$ cat src/hw/rtl/mxy_pkg.sv
// ----------------------------------------------------------------------------
// mxy_pkg
// Shared types and constants for the XY mesh route generator.
// ----------------------------------------------------------------------------
package mxy_pkg;

  localparam int NODE_W      = 8;   // node number width
  localparam int DIM_W       = 5;   // mesh dimension register width
  localparam int MAX_DIM_DEF = 16;  // default largest mesh dimension

  // configuration register indexes
  localparam logic REG_MESH_WIDTH  = 1'b0;
  localparam logic REG_MESH_HEIGHT = 1'b1;

  typedef struct packed {
    logic [NODE_W-1:0] source_node;
    logic [NODE_W-1:0] target_node;
  } in_item_t;

  typedef struct packed {
    logic [NODE_W-1:0] node_id;
    logic              last;
    logic              error;
  } out_item_t;

  // controller -> datapath
  typedef struct packed {
    logic load;      // capture request, start divider
    logic div_step;  // one restoring-division step
    logic div_last;  // final step: load coordinates
    logic emit;      // emit current node, take one hop
    logic emit_err;  // emit the single error item
  } mxy_cmd_t;

  // datapath -> controller
  typedef struct packed {
    logic in_range;   // both request nodes inside the mesh
    logic at_goal;    // current position equals target
    logic slot_free;  // output register can take an item
  } mxy_status_t;

endpackage

$ cat src/hw/rtl/mesh_xy_route_generator.sv
// ----------------------------------------------------------------------------
// mesh_xy_route_generator
// XY dimension-order route on a row-major 2D mesh, one node per output item.
// ----------------------------------------------------------------------------
//
//   channel  direction  payload                          handshake
//   -------  ---------  -------------------------------  ----------------
//   in_      input      source_node, target_node         in_valid/in_stall
//   out_     output     node_id, last, error             out_valid/out_stall
//   cfg_     input      mesh_width (0), mesh_height (1)  cfg_we, no wait
//
// Flow: one item at a time. Accept, then an 8-step restoring divide (both
//   nodes split into column/row in parallel), then one route node leaves
//   per cycle unless out_stall holds the output register. An out-of-range
//   item yields a single error item after accept.
// Reset: rst_n is synchronous, active low; mesh returns to 4x4.
// Stalls: out_stall holds the output register; the walk pauses with it.
//   in_stall is high from accept until the last node is in the output
//   register, so the next item can enter while that node waits.
//
module mesh_xy_route_generator #(
  parameter int MAX_DIM = mxy_pkg::MAX_DIM_DEF
) (
  input  logic                      clk,
  input  logic                      rst_n,
  // request channel
  input  logic                      in_valid,
  output logic                      in_stall,
  input  mxy_pkg::in_item_t         in_item,
  // route node channel
  output logic                      out_valid,
  input  logic                      out_stall,
  output mxy_pkg::out_item_t        out_item,
  // configuration
  input  logic                      cfg_we,
  input  logic                      cfg_index,
  input  logic [mxy_pkg::DIM_W-1:0] cfg_data
);

  mxy_pkg::mxy_cmd_t    cmd;
  mxy_pkg::mxy_status_t sts;

  // sequencer: idle -> divide -> walk (or single error item) -> idle
  mxy_ctrl u_ctrl (
    .clk      (clk),
    .rst_n    (rst_n),
    .in_valid (in_valid),
    .in_stall (in_stall),
    .sts      (sts),
    .cmd      (cmd)
  );

  // registers, divider lanes, coordinate walk and output register
  mxy_dp #(
    .MAX_DIM (MAX_DIM)
  ) u_dp (
    .clk       (clk),
    .rst_n     (rst_n),
    .cfg_we    (cfg_we),
    .cfg_index (cfg_index),
    .cfg_data  (cfg_data),
    .in_item   (in_item),
    .out_item  (out_item),
    .out_valid (out_valid),
    .out_stall (out_stall),
    .cmd       (cmd),
    .sts       (sts)
  );

`ifndef ASSERT_OFF
  // an error item always closes its route
  a_err_last: assert property (@(posedge clk) disable iff (!rst_n)
    out_valid |-> (!out_item.error || out_item.last))
    else $error("error item without last");

  // only one of load, div_step, emit, emit_err at a time
  a_cmd_onehot: assert property (@(posedge clk) disable iff (!rst_n)
    $onehot0({cmd.load, cmd.div_step, cmd.emit, cmd.emit_err}))
    else $error("conflicting datapath commands");

  // an accepted item blocks the input for at least the next cycle
  a_accept_busy: assert property (@(posedge clk) disable iff (!rst_n)
    (in_valid && !in_stall) |=> in_stall)
    else $error("input taken twice in a row");

  // a node is emitted only when the output register can take it
  a_emit_free: assert property (@(posedge clk) disable iff (!rst_n)
    (cmd.emit || cmd.emit_err) |-> (!out_valid || !out_stall))
    else $error("emit into a held output register");
`endif

endmodule

$ cat src/hw/rtl/mxy_ctrl.sv
// ----------------------------------------------------------------------------
// mxy_ctrl
// Sequencer: accept, divide, walk the route, issue datapath commands.
// ----------------------------------------------------------------------------
module mxy_ctrl (
  input  logic                clk,
  input  logic                rst_n,
  input  logic                in_valid,
  output logic                in_stall,
  input  mxy_pkg::mxy_status_t sts,
  output mxy_pkg::mxy_cmd_t    cmd
);

  localparam logic [1:0] S_IDLE = 2'd0;
  localparam logic [1:0] S_DIV  = 2'd1;
  localparam logic [1:0] S_WALK = 2'd2;
  localparam logic [1:0] S_ERR  = 2'd3;

  localparam int DIV_STEPS = mxy_pkg::NODE_W;
  localparam int CNT_W     = $clog2(DIV_STEPS);

  logic [1:0]       state_r, state_nxt;
  logic [CNT_W-1:0] cnt_r, cnt_nxt;

  assign in_stall = (state_r != S_IDLE);

  always_comb begin
    state_nxt = state_r;
    cnt_nxt   = cnt_r;
    cmd       = '0;
    unique case (state_r)
      S_IDLE: begin
        if (in_valid) begin
          cmd.load  = 1'b1;
          cnt_nxt   = '0;
          state_nxt = sts.in_range ? S_DIV : S_ERR;
        end
      end
      S_DIV: begin
        cmd.div_step = 1'b1;
        cnt_nxt      = cnt_r + 1'b1;
        if (cnt_r == CNT_W'(DIV_STEPS - 1)) begin
          cmd.div_last = 1'b1;
          state_nxt    = S_WALK;
        end
      end
      S_WALK: begin
        if (sts.slot_free) begin
          cmd.emit = 1'b1;
          if (sts.at_goal) state_nxt = S_IDLE;
        end
      end
      S_ERR: begin
        if (sts.slot_free) begin
          cmd.emit_err = 1'b1;
          state_nxt    = S_IDLE;
        end
      end
      default: state_nxt = S_IDLE;
    endcase
  end

  always_ff @(posedge clk) begin
    if (!rst_n) begin
      state_r <= S_IDLE;
      cnt_r   <= '0;
    end else begin
      state_r <= state_nxt;
      cnt_r   <= cnt_nxt;
    end
  end

endmodule

$ cat src/hw/rtl/mxy_dp.sv
// ----------------------------------------------------------------------------
// mxy_dp
// Datapath: mesh registers, two-lane divider, position walk, output register.
// ----------------------------------------------------------------------------
module mxy_dp #(
  parameter int MAX_DIM = mxy_pkg::MAX_DIM_DEF
) (
  input  logic                             clk,
  input  logic                             rst_n,
  input  logic                             cfg_we,
  input  logic                             cfg_index,
  input  logic [mxy_pkg::DIM_W-1:0]        cfg_data,
  input  mxy_pkg::in_item_t                in_item,
  output mxy_pkg::out_item_t               out_item,
  output logic                             out_valid,
  input  logic                             out_stall,
  input  mxy_pkg::mxy_cmd_t                cmd,
  output mxy_pkg::mxy_status_t             sts
);

  localparam int NW      = mxy_pkg::NODE_W;
  localparam int DW      = mxy_pkg::DIM_W;
  localparam int COORD_W = (MAX_DIM > 1) ? $clog2(MAX_DIM) : 1;

  // ---- configuration ----
  logic [DW-1:0] width_r, height_r;
  logic [DW-1:0] w_eff, h_eff;
  logic [2*DW-1:0] nodes;

  always_ff @(posedge clk) begin
    if (!rst_n) begin
      width_r  <= DW'(4);
      height_r <= DW'(4);
    end else if (cfg_we) begin
      case (cfg_index)
        mxy_pkg::REG_MESH_WIDTH:  width_r  <= cfg_data;
        mxy_pkg::REG_MESH_HEIGHT: height_r <= cfg_data;
        default: ;
      endcase
    end
  end

  function automatic logic [DW-1:0] clamp_dim(input logic [DW-1:0] v);
    logic [DW-1:0] r;
    r = v;
    if (v == '0) r = DW'(1);
    else if (32'(v) > MAX_DIM) r = DW'(MAX_DIM);
    return r;
  endfunction

  assign w_eff = clamp_dim(width_r);
  assign h_eff = clamp_dim(height_r);
  assign nodes = w_eff * h_eff;

  assign sts.in_range = ((2*DW)'(in_item.source_node) < nodes) &&
                        ((2*DW)'(in_item.target_node) < nodes);

  // ---- restoring divider, source and target lanes ----
  // dividend register shifts left and fills with quotient bits
  logic [NW-1:0] sq_r, tq_r, sq_nxt, tq_nxt;
  logic [DW-1:0] sr_r, tr_r, sr_nxt, tr_nxt;

  function automatic logic [NW+DW-1:0] div_step(input logic [NW-1:0] q,
                                                input logic [DW-1:0] rem,
                                                input logic [DW-1:0] d);
    logic [DW:0]   trial;
    logic          ge;
    logic [DW-1:0] rem_o;
    trial = {rem, q[NW-1]};
    ge    = (trial >= {1'b0, d});
    rem_o = ge ? DW'(trial - {1'b0, d}) : trial[DW-1:0];
    return {q[NW-2:0], ge, rem_o};
  endfunction

  always_comb begin
    {sq_nxt, sr_nxt} = div_step(sq_r, sr_r, w_eff);
    {tq_nxt, tr_nxt} = div_step(tq_r, tr_r, w_eff);
  end

  always_ff @(posedge clk) begin
    if (cmd.load) begin
      sq_r <= in_item.source_node;
      tq_r <= in_item.target_node;
      sr_r <= '0;
      tr_r <= '0;
    end else if (cmd.div_step) begin
      sq_r <= sq_nxt;
      tq_r <= tq_nxt;
      sr_r <= sr_nxt;
      tr_r <= tr_nxt;
    end
  end

  // ---- position walk ----
  logic [COORD_W-1:0] col_r, row_r, gcol_r, grow_r;
  logic [COORD_W-1:0] col_nxt, row_nxt;
  logic [NW-1:0]      node_r, node_nxt;

  assign sts.at_goal = (col_r == gcol_r) && (row_r == grow_r);

  always_comb begin
    col_nxt  = col_r;
    row_nxt  = row_r;
    node_nxt = node_r;
    if (col_r != gcol_r) begin
      if (gcol_r > col_r) begin
        col_nxt  = col_r + 1'b1;
        node_nxt = node_r + 1'b1;
      end else begin
        col_nxt  = col_r - 1'b1;
        node_nxt = node_r - 1'b1;
      end
    end else if (row_r != grow_r) begin
      if (grow_r > row_r) begin
        row_nxt  = row_r + 1'b1;
        node_nxt = node_r + NW'(w_eff);
      end else begin
        row_nxt  = row_r - 1'b1;
        node_nxt = node_r - NW'(w_eff);
      end
    end
  end

  always_ff @(posedge clk) begin
    if (cmd.load) begin
      node_r <= in_item.source_node;
    end else if (cmd.div_last) begin
      col_r  <= COORD_W'(sr_nxt);
      row_r  <= COORD_W'(sq_nxt);
      gcol_r <= COORD_W'(tr_nxt);
      grow_r <= COORD_W'(tq_nxt);
    end else if (cmd.emit) begin
      col_r  <= col_nxt;
      row_r  <= row_nxt;
      node_r <= node_nxt;
    end
  end

  // ---- output register ----
  logic               out_valid_r, out_valid_nxt;
  mxy_pkg::out_item_t out_item_r;

  assign sts.slot_free = !out_valid_r || !out_stall;
  assign out_valid_nxt = (cmd.emit || cmd.emit_err) || (out_valid_r && out_stall);

  always_ff @(posedge clk) begin
    if (!rst_n) out_valid_r <= 1'b0;
    else        out_valid_r <= out_valid_nxt;
  end

  always_ff @(posedge clk) begin
    if (cmd.emit) begin
      out_item_r.node_id <= node_r;
      out_item_r.last    <= sts.at_goal;
      out_item_r.error   <= 1'b0;
    end else if (cmd.emit_err) begin
      out_item_r.node_id <= node_r;
      out_item_r.last    <= 1'b1;
      out_item_r.error   <= 1'b1;
    end
  end

  assign out_valid = out_valid_r;
  assign out_item  = out_item_r;

endmodule

$ cat config.mk
export PLATFORM = sky130hd
export DESIGN_NAME = mesh_xy_route_generator
export DESIGN_NICKNAME = d
export VERILOG_FILES = /design/src/hw/rtl/mxy_pkg.sv /design/src/hw/rtl/mesh_xy_route_generator.sv /design/src/hw/rtl/mxy_ctrl.sv /design/src/hw/rtl/mxy_dp.sv
export SDC_FILE = /design/constraint.sdc
export NUM_CORES = 1
export LEC_CHECK = 0
export ABC_CLOCK_PERIOD_IN_PS = 4300
export BUFFER_PORTS_ARGS = -buffer_cell sky130_fd_sc_hd__buf_4
export CORE_MARGIN = 4
export CORE_UTILIZATION = 55
export DETAILED_ROUTE_END_ITERATION = 16
export GPL_ROUTABILITY_DRIVEN = 0
export PLACE_DENSITY = 0.78
export SETUP_SLACK_MARGIN = 0.2
export SLEW_MARGIN = 20
export SYNTH_ARGS = -nofsm -noshare
export SYNTH_HDL_FRONTEND = slang
export SYNTH_SLANG_ARGS = --single-unit
$ cat constraint.sdc
create_clock -name clk -period 4.3 [get_ports clk]
set_input_delay 0.645 -clock clk [delete_from_list [all_inputs] [get_ports clk]]
set_output_delay 0.645 -clock clk [all_outputs]
set_load 0.02 [all_outputs]
After elaboration in Yosys (flattened, before gate mapping)
Cells that the tools add are included.
{"block": "op_classes", "n_mul": 1, "n_reduce_logical": 28, "shifts": 0, "eq_ne": 15, "bitwise_logic": 2, "div": 0, "muxes": 44, "magnitude_cmp": 8, "addsub": 11}
{"cell": "2-to-1 mux 8 bit", "n": 11}
{"cell": "2-to-1 mux 4 bit", "n": 9}
{"cell": "2-to-1 mux 5 bit", "n": 6}
{"cell": "less-than comparator 8 x 10 -> 1 bit", "n": 2}
{"cell": "2-to-1 mux 10 bit", "n": 2}
{"cell": "nonzero test 2 bit", "n": 8}
{"cell": "2-to-1 mux 2 bit", "n": 7}
{"cell": "greater-or-equal comparator 6 x 5 -> 1 bit", "n": 2}
{"cell": "> comparator 5 bit, second input constant", "n": 2}
{"cell": "logical NOT 5 bit", "n": 2}
{"cell": "multiplier 5 x 5 -> 10 bit", "n": 1}
{"cell": "!= test 2 bit, second input constant", "n": 5}
{"cell": "subtractor 5 bit", "n": 2}
{"cell": "adder 4 x 1 -> 4 bit, second input constant", "n": 2}
{"cell": "adder 8 x 1 -> 8 bit, second input constant", "n": 1}
{"cell": "adder 8 x 5 -> 8 bit", "n": 1}
{"cell": "equality test 4 bit", "n": 2}
{"cell": "> comparator 4 bit", "n": 2}
{"cell": "!= test 4 bit", "n": 2}
{"cell": "case mux 2 bit (4 select lines)", "n": 1}
{"cell": "AND reduction 2 bit", "n": 4}
{"cell": "subtractor 4 x 1 -> 4 bit, second input constant", "n": 2}
{"cell": "subtractor 8 x 1 -> 8 bit, second input constant", "n": 1}
{"cell": "subtractor 8 x 5 -> 8 bit", "n": 1}
{"cell": "17 further kinds", "n": 31}
{"block": "totals", "out_inout_bits": 12, "reg_bits": 76, "inputBits": 27, "latchBits": 0, "wordCells": 126, "memories": 0, "mem_bits_ro": 0, "ram_bits": 0}

Depth between registers and ports, before layout
{"block": "logic_depth", "depth_word": 10, "ltp_mapped": 22, "ltp_nobuf": 22}

Hierarchy
A second synthesis with hierarchy kept.
{"block": "hier_totals", "cells_unflattened": 561, "hier_area_um2": 5502.8}
{"module": "mxy_dp", "area_per_inst_um2": 5152.4, "cells_per_inst": 527, "instances": 1, "seq_area_each_um2": 1911.8}
{"module": "mxy_ctrl", "area_per_inst_um2": 350.3, "cells_per_inst": 34, "instances": 1, "seq_area_each_um2": 100.1}

Worst setup path before layout
OpenSTA, ideal clock, no wires.
{"block": "synth_path", "kind": "flip-flop to flip-flop", "from": "reg u_dp.width_r[4]", "to": "reg u_ctrl.state_r[1]", "arrival_time_ns": 4.333, "stages_incl_launch_ff": 19, "n_path_buf": 1, "setup_time_ns": 0.070, "t_required_ns": 4.230, "synth_period_minus_slack_ns": 4.403, "path_slack_ns": -0.103, "cell_sequence": "dfxtp_1 > inv_1 > clkbuf_1 > nand4_1 > fa_1 > fa_1 > fa_1 > inv_1 > ha_1 > a21oi_1 > nor2b_1 > nor2_1 > xor2_1 > ha_1 > nand3_1 > o41ai_1 > a22oi_1 > and3_1 > a21oi_1"}
{"block": "synth_between", "elab_chain_len": 9, "word_cells_on_any_way": 11, "cone_classes": "1 x mul; 3 x order compare; 5 x mux; 2 x reduce/logical"}
{"item": "start, declared", "line": "mxy_dp.sv:26", "text": "logic [DW-1:0] width_r, height_r;"}
{"item": "start signal, assigned", "line": "mxy_dp.sv:36", "text": "mxy_pkg::REG_MESH_WIDTH: width_r <= cfg_data;"}
{"item": "> comparator 5 bit", "line": "mxy_dp.sv:47", "text": "else if (32'(v) > MAX_DIM) r = DW'(MAX_DIM);"}
{"item": "2-to-1 mux 5 bit", "line": "mxy_dp.sv:47"}
{"item": "2-to-1 mux 5 bit *", "line": "mxy_dp.sv:46", "text": "if (v == '0) r = DW'(1);"}
{"item": "multiplier 5 x 5 -> 10 bit *", "line": "mxy_dp.sv:53", "text": "assign nodes = w_eff * h_eff;"}
{"item": "less-than comparator 8 x 10 -> 1 bit (on tied branches)", "line": "mxy_dp.sv:55, mxy_dp.sv:56"}
{"item": "logical AND 1 bit *", "line": "mxy_dp.sv:55", "text": "assign sts.in_range = ((2*DW)'(in_item.source_node) < nodes) &&"}
{"item": "2-to-1 mux 2 bit *", "line": "mxy_ctrl.sv:36", "text": "state_nxt = sts.in_range ? S_DIV : S_ERR;"}
{"item": "2-to-1 mux 2 bit *", "line": "mxy_ctrl.sv:33", "text": "if (in_valid) begin"}
{"item": "case mux 2 bit (4 select lines) *", "line": "mxy_ctrl.sv:31", "text": "unique case (state_r)"}
{"item": "end signal, assigned", "line": "mxy_ctrl.sv:68", "text": "state_r <= state_nxt;"}
{"item": "end, declared", "line": "mxy_ctrl.sv:22", "text": "logic [1:0] state_r, state_nxt;"}
Every way passes the cells marked *; elsewhere a longest branch is shown, timed or not. The select of a mux whose other input is x is not followed.
A chain may end at the register's enable or synchronous reset.

Final worst setup path
Ends and elaborated chain as after synthesis.

==> flow_metrics.env <==
export IMPL_p_int_uw=1800
export IMPL_r2r_cells=17
export IMPL_crit_path_max_fanout=8
export IMPL_peakVddDrop_uv=224
export IMPL_gr_total_overflow=0
export IMPL_finalClockSkew_ps=12.8
export IMPL_yosysWarnings=0
export IMPL_syn_num_nets=667
export IMPL_ys_flop_type="edfxtp_1"
export IMPL_min_from="u_dp.tq_r[1]$_DFFE_PP_"
export IMPL_min_period_ps=4270
export IMPL_avgSynthCellArea_sq_um=9.43
export IMPL_dpl_hpwl_microns=9840
export IMPL_cp_required_ps=4550
export IMPL_max_freq_mhz=234
export IMPL_finalNonFillerCells=754
export IMPL_syn_area_sq_um=5340
export IMPL_layout_drive_gt1_share_pct=18.1
export IMPL_netSwitchingPower_uw=1070
export IMPL_critical_path_class="register to register"
export IMPL_ys_seq_area_share_pct=37.7
export IMPL_worstMarginPinSlew_ps=768
export IMPL_final_core_util_pct=66.5
export IMPL_vias=4378
export IMPL_netlist_instances=566
export IMPL_multiInputGateArea_sq_um=3220
export IMPL_final_max_slew_viol_count=0
export IMPL_ys_ff_latch=76
export IMPL_r2r_start="u_dp.width_r[4]$_SDFFE_PN0P_"
export IMPL_comb_power_share_pct=42.6
export IMPL_io_pins=39
export IMPL_place_port_buffers=38
export IMPL_cts_root_buf="clkbuf_8"
export IMPL_period_share_pct=99.2
export IMPL_fp_dieW_microns=107
export IMPL_fill_cells=768
export IMPL_finalSetupViolCount=0
export IMPL_yosysUniqueCellTypes=62
export IMPL_hp_class="register to register"
export IMPL_viasPerCell=5.81
export IMPL_clockPowerShare_pct=20.0
export IMPL_rr_endpoint="u_ctrl.state_r[1]$_SDFFE_PN0P_"
export IMPL_insertion_delay_ps=360
export IMPL_first_pass_iters=6
export IMPL_routedWlPerCell_microns=17.1
export IMPL_cts_max_level=3
export IMPL_antenna_found_initial=0
export IMPL_sw_frac_of_total_pct=37.3
export IMPL_grt_usage_pct=23.0
export IMPL_fin_ws_ps=33.2
export IMPL_clock_tree_buffer_depth=2
export IMPL_grt_start_max_net_pins=28
export IMPL_grt_setup_unrepaired="true"
export IMPL_endpoint_kind="register"
export IMPL_clk_pin_slew_worst_paths_ps=90
export IMPL_critPathArrivalTime_ps=4510
export IMPL_seq_area_sq_um=2020
export IMPL_drv_cap=0
export IMPL_powerDensity_nw_per_um2=463
export IMPL_outcome="completed"
export IMPL_synth_edf_count=49
export IMPL_coreArea_sq_um=9330
export IMPL_cts_tree="yes"
export IMPL_die_h_microns=107
export IMPL_r2r_slack_ps=30
export IMPL_min_to="u_dp.grow_r[2]$_DFFE_PP_"
export IMPL_die_area_sq_um=11300
export IMPL_start_kind="register"
export IMPL_initial_core_util_pct=57.3
export IMPL_wirelength_microns=12900
export IMPL_finalHoldViolations=0
export IMPL_hold_path_depth=0
export IMPL_dp_cells=730
export IMPL_diodes=0
export IMPL_drc=0
export IMPL_fin_setup_tns_ps=0
export IMPL_async_flop_share_pct=0
export IMPL_grt_pass1_vias=4378
export IMPL_slew_headroom_pct=48.7
export IMPL_p_seq_share_pct=37.4
export IMPL_final_nets=721
export IMPL_cts_made_buffers=9
export IMPL_cts_sinks=76
export IMPL_grt_pass1_wl_microns=20900
export IMPL_antenna_left=0
export IMPL_cellLeakagePower_uw=0.00275
export IMPL_area_growth_pct=16.1
export IMPL_hold_buffers=0
export IMPL_drt_iter0_markers=284
export IMPL_num_rows=35
export IMPL_place_ws_ps=-35.9
==> timing repair <==
action,CTS,global route
buffers inserted,5,3
resized for setup,7,7
setup endpoints to repair,1,1
pin swaps,12,12
cloned,0,0
==> cell usage in the layout (no fill, tap or decap), types with 17 or more instances in the layout <==
master,synthesis,final
nor2_1,45,44
nand3_1,18,17
a21oi_1,35,31
inv_1,42,40
nand2_1,81,79
o21ai_0,27,25
edfxtp_1,49,49
dfxtp_1,27,25
buf_4,0,58
ha_1,62,58
==> per-stage QoR <==
step	instance area (sq um)	total power, uW	hold WS (ps)
6_report	6200	2870	462
5_1_grt	6200	3060	472
4_1_cts	6120	2850	466
3_5_place_dp	5850	2250	445
3_3_place_gp	5850	2200	439
2_1_floorplan	5390	1960	426
==> area by class of cell <==
type                            count  area share [%]
Multi-Input combinational cell    432            51.9
Sequential cell                    76            32.5
Timing Repair Buffer               58            7.02
Inverter                           43            2.60
Tap cell                          129            2.60
Clock buffer                        9            2.00
Clock inverter                      7            1.35
==> worst max-delay path by stage <==
stage	from	end	slack, ps	cells after the start
6_report	u_dp.width_r[4]$_SDFFE_PN0P_	u_ctrl.state_r[1]$_SDFFE_PN0P_	30	17
2_1_floorplan	u_dp.width_r[1]$_SDFFE_PN0P_	u_ctrl.state_r[1]$_SDFFE_PN0P_	210	19
5_1_grt	u_dp.width_r[1]$_SDFFE_PN0P_	u_ctrl.state_r[1]$_SDFFE_PN0P_	-190	22
3_5_place_dp	u_dp.width_r[1]$_SDFFE_PN0P_	u_ctrl.state_r[1]$_SDFFE_PN0P_	-40	19
3_3_place_gp	u_dp.width_r[1]$_SDFFE_PN0P_	u_ctrl.state_r[1]$_SDFFE_PN0P_	100	19
4_1_cts	u_dp.width_r[1]$_SDFFE_PN0P_	u_ctrl.state_r[1]$_SDFFE_PN0P_	80	19
==> cell usage after synthesis (7+ instances only) <==
master / number / area share (%)
ha_1: 62 / 15
and2_1: 10 / 1.2
a21boi_0: 7 / 0.98
nand2_1: 81 / 5.7
edfxtp_1: 49 / 28
xnor2_1: 12 / 2.0
inv_1: 42 / 3.0
o21ai_0: 27 / 2.5
o21a_1: 8 / 1.1
nand3_1: 18 / 1.7
a21oi_1: 35 / 3.3
nor2_1: 45 / 3.2
clkbuf_1: 12 / 0.84
nor2b_1: 12 / 1.4
dfxtp_1: 27 / 10
a21o_1: 10 / 1.4
xor2_1: 12 / 2.0
mux2i_1: 8 / 1.5
fa_1: 12 / 4.5
==> worst max-delay path: stages (launching register included) <==
cell and delay [ps]:
dfxtp_2 370, inv_1 180, nand4_1 150, fa_1 550
fa_1 500, fa_1 520, inv_2 50, ha_4 260
buf_4 130, xnor2_1 260, ha_1 310, nand2_2 90
o21ai_0 120, a21oi_2 190, o41ai_4 100, a22oi_1 140
and3_1 170, a21oi_1 50
==> power groups by stage <==
stage	Clock (uW)	Combinational [uW]	Sequential [uW]
floorplan	0	889	1070
global placement	0	1120	1080
detailed placement	0	1160	1090
CTS	588	1190	1070
global route	618	1360	1090
finish	576	1220	1070
==> flip-flops by register name, summed over array words and instances, names as in the netlist, 5 cells and up <==
| name | count |
|---|---|
| u_dp.tq_r | 8 |
| u_dp.out_item | 10 |
| u_dp.sq_r | 8 |
| u_dp.height_r | 5 |
| u_dp.node_r | 8 |
| u_dp.sr_r | 5 |
| u_dp.tr_r | 5 |
| u_dp.width_r | 5 |
==> cells by family (layout without fill, tap and decap cells) <==
| group | after synthesis | after routing | share of synthesized area, % |
|---|---|---|---|
| AND/OR/NAND/NOR | 196 | 196 | 17.1 |
| AO/OA/AOI/OAI | 123 | 123 | 14.9 |
| adder cells (fa/ha/maj) | 76 | 76 | 19.4 |
| flip-flops | 76 | 76 | 37.7 |
| buffers and inverters | 58 | 117 | 4.22 |
| XOR/XNOR | 24 | 24 | 3.94 |
| multiplexers | 13 | 13 | 2.69 |
==> per-layer routing <==
metal,vias up,track usage [%],part of all wire [%]
met3,36,4.86,6.4
met4,0,8.58,3.0
met1,2074,29.7,42
met2,174,38.1,48
li1,2094,-,-
met5,-,0,0
Power figures use the tool's default switching activity.
